$ cat config.mk
export PLATFORM = sky130hd
export DESIGN_NAME = rrvg_fdiv
export DESIGN_NICKNAME = d
export VERILOG_FILES = /design/src/rtl/rounded_rect_vertex_generator_core_macros.svh /design/src/rtl/rrvg_fdiv.sv
export SDC_FILE = /design/constraint.sdc
export NUM_CORES = 1
export LEC_CHECK = 0
export ABC_CLOCK_PERIOD_IN_PS = 3200
export BUFFER_PORTS_ARGS = -buffer_cell sky130_fd_sc_hd__buf_2
export CAP_MARGIN = 5
export CORE_AREA = 3 3 106 108
export CTS_BUF_LIST = sky130_fd_sc_hd__clkbuf_16
export DETAILED_ROUTE_END_ITERATION = 10
export DIE_AREA = 0 0 109 111
export PLACE_DENSITY = 0.68
export SETUP_SLACK_MARGIN = 0.15
export SLEW_MARGIN = 20
export SYNTH_ARGS = -nofsm -noshare
export SYNTH_HDL_FRONTEND = slang
export SYNTH_SLANG_ARGS = --single-unit
$ cat constraint.sdc
create_clock -name clk_i -period 3.2 [get_ports clk_i]
set_input_delay 0.32 -clock clk_i [delete_from_list [all_inputs] [get_ports clk_i]]
set_output_delay 0.32 -clock clk_i [all_outputs]
set_load 0.1 [all_outputs]
$ cat src/rtl/rounded_rect_vertex_generator_core_macros.svh
// Assertion macros for the rounded rectangle vertex generator.
// Expect clk_i and rst_ni in the scope of the module that uses them.
`ifndef ROUNDED_RECT_VERTEX_GENERATOR_CORE_MACROS_SVH
`define ROUNDED_RECT_VERTEX_GENERATOR_CORE_MACROS_SVH

// Check that cons holds in the same cycle as ante.
`define RRVG_ASSERT_IMP(lbl, ante, cons) \
  lbl: assert property (@(posedge clk_i) disable iff (!rst_ni) (ante) |-> (cons)) \
    else $error("rrvg assertion failed");

// Check that cons holds in the cycle after ante.
`define RRVG_ASSERT_NEXT(lbl, ante, cons) \
  lbl: assert property (@(posedge clk_i) disable iff (!rst_ni) (ante) |=> (cons)) \
    else $error("rrvg assertion failed");

`endif

$ cat src/rtl/rrvg_fdiv.sv
// Bit-serial divider for the side factors: (num << 30) / den.
// Depends on no package.
`default_nettype none

module rrvg_fdiv (
  input  wire logic        clk_i,
  input  wire logic        rst_ni,
  input  wire logic        start_i,
  input  wire logic [16:0] num_i,
  input  wire logic [16:0] den_i,
  output logic             done_o,
  output logic      [30:0] quot_o
);
  localparam int unsigned NUM_W = 47;
  localparam logic [5:0]  LAST  = 6'(NUM_W - 1);

  logic             active_q;
  logic [5:0]       cnt_q;
  logic             done_q;
  logic [NUM_W-1:0] nsh_q;
  logic [17:0]      rem_q;
  logic [30:0]      quot_q;
  logic [17:0]      r2;
  logic             ge;

  // One restoring step
  assign r2 = {rem_q[16:0], nsh_q[NUM_W-1]};
  assign ge = r2 >= {1'b0, den_i};

  // Sequence the run
  always_ff @(posedge clk_i or negedge rst_ni) begin
    if (!rst_ni) begin
      active_q <= 1'b0;
      cnt_q    <= '0;
      done_q   <= 1'b0;
    end else begin
      done_q <= active_q && (cnt_q == LAST) && !start_i;
      if (start_i) begin
        active_q <= 1'b1;
        cnt_q    <= '0;
      end else if (active_q) begin
        cnt_q <= cnt_q + 6'd1;
        if (cnt_q == LAST) begin
          active_q <= 1'b0;
        end
      end
    end
  end

  // Shift numerator and quotient
  always_ff @(posedge clk_i) begin
    if (start_i) begin
      nsh_q  <= {num_i, 30'b0};
      rem_q  <= '0;
      quot_q <= '0;
    end else if (active_q) begin
      nsh_q  <= nsh_q << 1;
      rem_q  <= ge ? r2 - {1'b0, den_i} : r2;
      quot_q <= {quot_q[29:0], ge};
    end
  end

  assign done_o = done_q;
  // A zero side gives a zero factor
  assign quot_o = (den_i == '0) ? '0 : quot_q;

endmodule

`default_nettype wire

---- Yosys cells after proc, flatten, opt, wreduce, memory -nomap -nowiden ----
Cells that the tools add are included.
storage, ports and cells
  register bits ........................... 73
  input bits .............................. 37
  output and inout bits ................... 32
  logic and storage cells ................. 24
cells by class
  add/subtract/negate cells ............... 2
  order comparisons ....................... 1
  equality and inequality tests ........... 1
  multiplexer cells ....................... 9
  reductions and logical operators ........ 5
operators with widths
  kind                                         number
  2-to-1 mux 47 bit                            2
  2-to-1 mux 31 bit                            1
  >= comparator 18 x 17 -> 1 bit               1
  logical NOT 17 bit                           1
  2-to-1 mux 17 bit                            1
  subtractor 17 bit                            1
  2-to-1 mux 6 bit                             2
  adder 6 x 1 -> 6 bit, second input constant  1
  equality test 6 bit, second input constant   1
  2-to-1 mux 1 bit                             3
  logical AND 1 bit                            2
  nonzero test 2 bit                           1
  logical NOT 1 bit                            1

---- Logic depth before layout (Yosys ltp) ----
  depth in word-level cells ............... 4
  mapped depth ............................ 12
  mapped depth without buffers ............ 11

---- Least setup slack after synthesis ----
OpenSTA, ideal clock, no wires.
  path kind ............................... flip-flop to flip-flop
  from .................................... register nsh_q[46]
  to ...................................... register rem_q[9]
  library setup time ...................... 0.086 ns
  arrival ................................. 2.510 ns
  data required time ...................... 3.114 ns
  path slack .............................. 0.604 ns
  cell stages (with the launch flop) ...... 13
  path buffers ............................ 1
  period minus slack after synthesis ...... 2.596 ns
  cells stage by stage .................... edfxtp_1 -> inv_1 -> ha_1 -> inv_1 -> fa_1 -> a21o_1 -> a221oi_4 -> a211oi_2 -> o31ai_4 -> nand2_4 -> buf_6 -> mux2i_1 -> a211oi_1
between the ends
  word-level cells in the longest chain between the ends .. 2
  elaborated cells between the ends (all ways) .. 3
  classes of those cells .................. add/sub (1); order compare (1); mux (1)
RTL lines
  element                                                                     line                              text
  from (decl)                                                                 rrvg_fdiv.sv:20                   logic [NUM_W-1:0] nsh_q;
  from (signal assigned)                                                      rrvg_fdiv.sv:53                   nsh_q <= {num_i, 30'b0};
  from (signal assigned)                                                      rrvg_fdiv.sv:57                   nsh_q <= nsh_q << 1;
  subtractor 17 bit / >= comparator 18 x 17 -> 1 bit (equally long branches)  rrvg_fdiv.sv:58, rrvg_fdiv.sv:28
  2-to-1 mux 17 bit (*)                                                       rrvg_fdiv.sv:58                   rem_q <= ge ? r2 - {1'b0, den_i} : r2;
  to (signal assigned)                                                        rrvg_fdiv.sv:58
  to (decl)                                                                   rrvg_fdiv.sv:21                   logic [17:0] rem_q;
Mark *: on every way between the ends. The rest lies on a longest branch, timed or not.
A chain may end at the register's enable or synchronous reset.

---- Worst setup path after layout ----
  from .................................... register nsh_q[46]
  to ...................................... register rem_q[0]
Same word-level chain as after synthesis.

==> reports/qor.csv <==
metric,value,unit
fraction of the yosys area taken by sequential cells,40.51,%
post-CTS sizing,0,
Yosys top cell by area,dfxtp_1,
utilization after layout,46.98,%
post-detailed-routing wire length,9.235,mm
violation count after the first detailed-route iteration,106,
internal power summed over all cells,2.122,mW
Syn Inst Count,422,
remaining max-slew budget at the tightest pin,51.69,%
Final Hold Vio Count,0,
Synth Net Count,479,
Routability Congestion,0.8654,
crit start category,register,
synthesized area per cell,9.778,sq um
final critical-path setup slack,0.3925,ns
Final Non-Filler Cells,628,
wire per inst,14.71,um
Chip Width,109,um
"count leader, synth",nor2_1,
RSZ-0062 raised after global routing,no,
Synth async-reset ratio,10.96,%
number of levels the H-tree was split into,3,
Vias per Instance,5.127,
number of enable-type register cells in the synthesized netlist,17,
overall power consumption,3.321,mW
chip height,111,um
Setup WS pre-CTS,0.3855,ns
Post-CTS Setup Bufs,0,
Post-Layout Inst Area,4850,sq um
maximum fanout count along the critical path,16,
Post-Route Setup TNS,0,ns
Initial DRT Pass Iterations,5,
ANT nets after route,0,
shortest clock period the worst path allows after layout,2.808,ns
switching power share of the total,36.09,%
Layout fillers,978,
leading cell types by total area after synthesis,"dfxtp_1 23%, edfxtp_1 12%, mux2i_1 9.5%",
number of clock sinks,73,
dpl cells,611,
Yosys warning total,0,
leakage power summed over all cells,2.362,nW
number of DRC violations after detailed routing,0,
worst hold path class,in2reg,
count of maximum capacitance violations,0,
area added between synthesis and finish,17.53,%
number of storage elements in the synthesis netlist,73,
"Data required, critical path",3.44,ns
antenna diode count,0,
effective utilization at floorplan,39.97,%
area of the mapped netlist,4126,sq um
sum of net half-perimeters after detailed placement,6.648,mm
switching power,1.198,mW
share of final-layout standard cells stronger than drive strength 1,25.20,%
number of antenna violations at the first check in global routing,0,
power density over the cells,684.8,nW/um^2
type of the setup path with the least slack,reg2reg,
# IOs,69,
main flop type after synthesis,dfxtp_1,
row count,37,
largest net degree at the start of global routing,67,
TritonCTS clock tree,yes,
wire length of the first global-routing pass,15.24,mm
Placement Cell Area,4571,sq um
number of library cell types mapped by synthesis,61,
worst-case vdd ir drop,323.6,uV
global route overflow,0,
crit end category,register,
clock transition at the registers of the reported paths,0.06,ns
post-route clock period utilization,87.73,%
Bufs on Longest Clock Path,2,
Fin Clk Skew,0.005459,ns
final setup fails,0,
DR vias,3220,
max-slew violation count,0,
clock tree root driver cell,clkbuf_16,
TritonCTS buffer count,9,
combined global-route utilization of all metal layers,15.77,%
highest clock rate,0.3562,GHz
Buffers on Ports,68,
latest clock arrival within the worst-skew pair,0.33,ns
outcome,"complete, no violations",
worst endpoint data arrival time,3.05,ns
share of the synthesized area in the top cell type,23.29,%
Post-Route Hold Slack,0.2761,ns
power share of the combinational group,37.1,%
Total Die Area,12100,sq um
standard cell core area,10320,sq um
pin slew with the least headroom to its limit,0.7247,ns
final layout net count,544,
Clock Power Share,27.8,%
number of global-route vias before repair,3161,
commonest cells in the synthesized netlist,"53 x nor2_1, 48 x dfxtp_1, 39 x mux2i_1",
Seq pwr share,35.1,%
per-layer routing:
| metal | vias up | track usage, % | wire, um |
|---|---|---|---|
| li1 | 1618 | - | - |
| met1 | 1511 | 21.12 | 4212 |
| met2 | 85 | 24.82 | 4258 |
| met3 | 6 | 5.242 | 686 |
| met4 | 0 | 3.030 | 76 |
| met5 | - | 0 | 0 |
final timing paths:
path	start	endpoint	slack, ns	depth (start not counted)
min in group asynchronous	rst_ni	cnt_q[2]$_DFFE_PN0P_	0.36	2
worst min-delay path	num_i[0]	nsh_q[30]$_SDFFCE_PN0P_	0.28	2
worst max-delay path	nsh_q[46]$_DFFE_PP_	rem_q[0]$_SDFFE_PP0P_	0.39	11
worst max register to register	nsh_q[46]$_DFFE_PP_	rem_q[0]$_SDFFE_PP0P_	0.39	11
max in group asynchronous	rst_ni	active_q$_DFF_PN0_	2.65	2
worst min register to register	rem_q[10]$_SDFFE_PP0P_	rem_q[10]$_SDFFE_PP0P_	0.49	2
area by class of cell:
cell class	instances	area (sq um)	area share, %
multi-input cells	307	2263	46.67
inverters	21	78.83	1.625
repair buffers	75	395.4	8.153
clock buffers	9	225.2	4.644
clock inverters	7	43.79	0.9030
well taps	136	170.2	3.509
flip-flops and latches	73	1673	34.49
registers in the layout, indices dropped and copies added, names as in the netlist:
signal and count:
cnt_q 6, rem_q 17, nsh_q 17, done_o 1, quot_q 31, active_q 1
logic make-up (layout without fill, tap and decap cells):
kind of cell / Yosys count / after routing / synth area share [%]
simple gates: 142 / 142 / 17.59
buf+inv: 42 / 112 / 4.791
mux: 56 / 56 / 14.10
flops: 73 / 73 / 40.51
fa+ha+maj: 20 / 20 / 6.246
xor+xnor: 16 / 16 / 3.396
compound gates: 73 / 73 / 13.37
layout by cell type (no fill, tap or decap), drive strengths merged, types with 3 or more instances in the layout:
master and n:
and2 5, mux2i 39, a21oi 13, a21o 5
nand2 24, a32oi 3, inv 25, dfrtp 8
dfxtp 48, a211oi 12, edfxtp 17, ha 19
mux2 17, nand4 6, o21a 5, o21ai 16
xor2 6, buf 74, nor2 53, clkbuf 9
xnor2 10, o31ai 3, clkinv 3, nor4 4
nor2b 33
critical path, cell delays in order, from the launching register on:
cell,delay (ns)
edfxtp_1,0.37
inv_1,0.10
ha_1,0.17
inv_1,0.06
fa_1,0.40
a21o_1,0.26
a221oi_4,0.30
a211oi_2,0.13
o31ai_4,0.26
nand2_4,0.22
and3_4,0.25
a311oi_2,0.22
what timing repair did:
| action | in CTS | in global routing |
|---|---|---|
| setup endpoints to repair | 0 | 0 |
| endpoints found under the hold margin | 8 | 0 |
| hold buffers | 1 | 0 |
power by group through the flow:
stage                     Clock (mW)  Combinational [mW]  Sequential [mW]
after floorplan                    0                1.01             1.15
after global placement             0                1.20             1.18
after detailed placement           0                1.22             1.18
after CTS                      0.951                1.23             1.16
after global routing           0.989                1.36             1.18
final                          0.923                1.23             1.17
(Power assumes the default switching activity.)
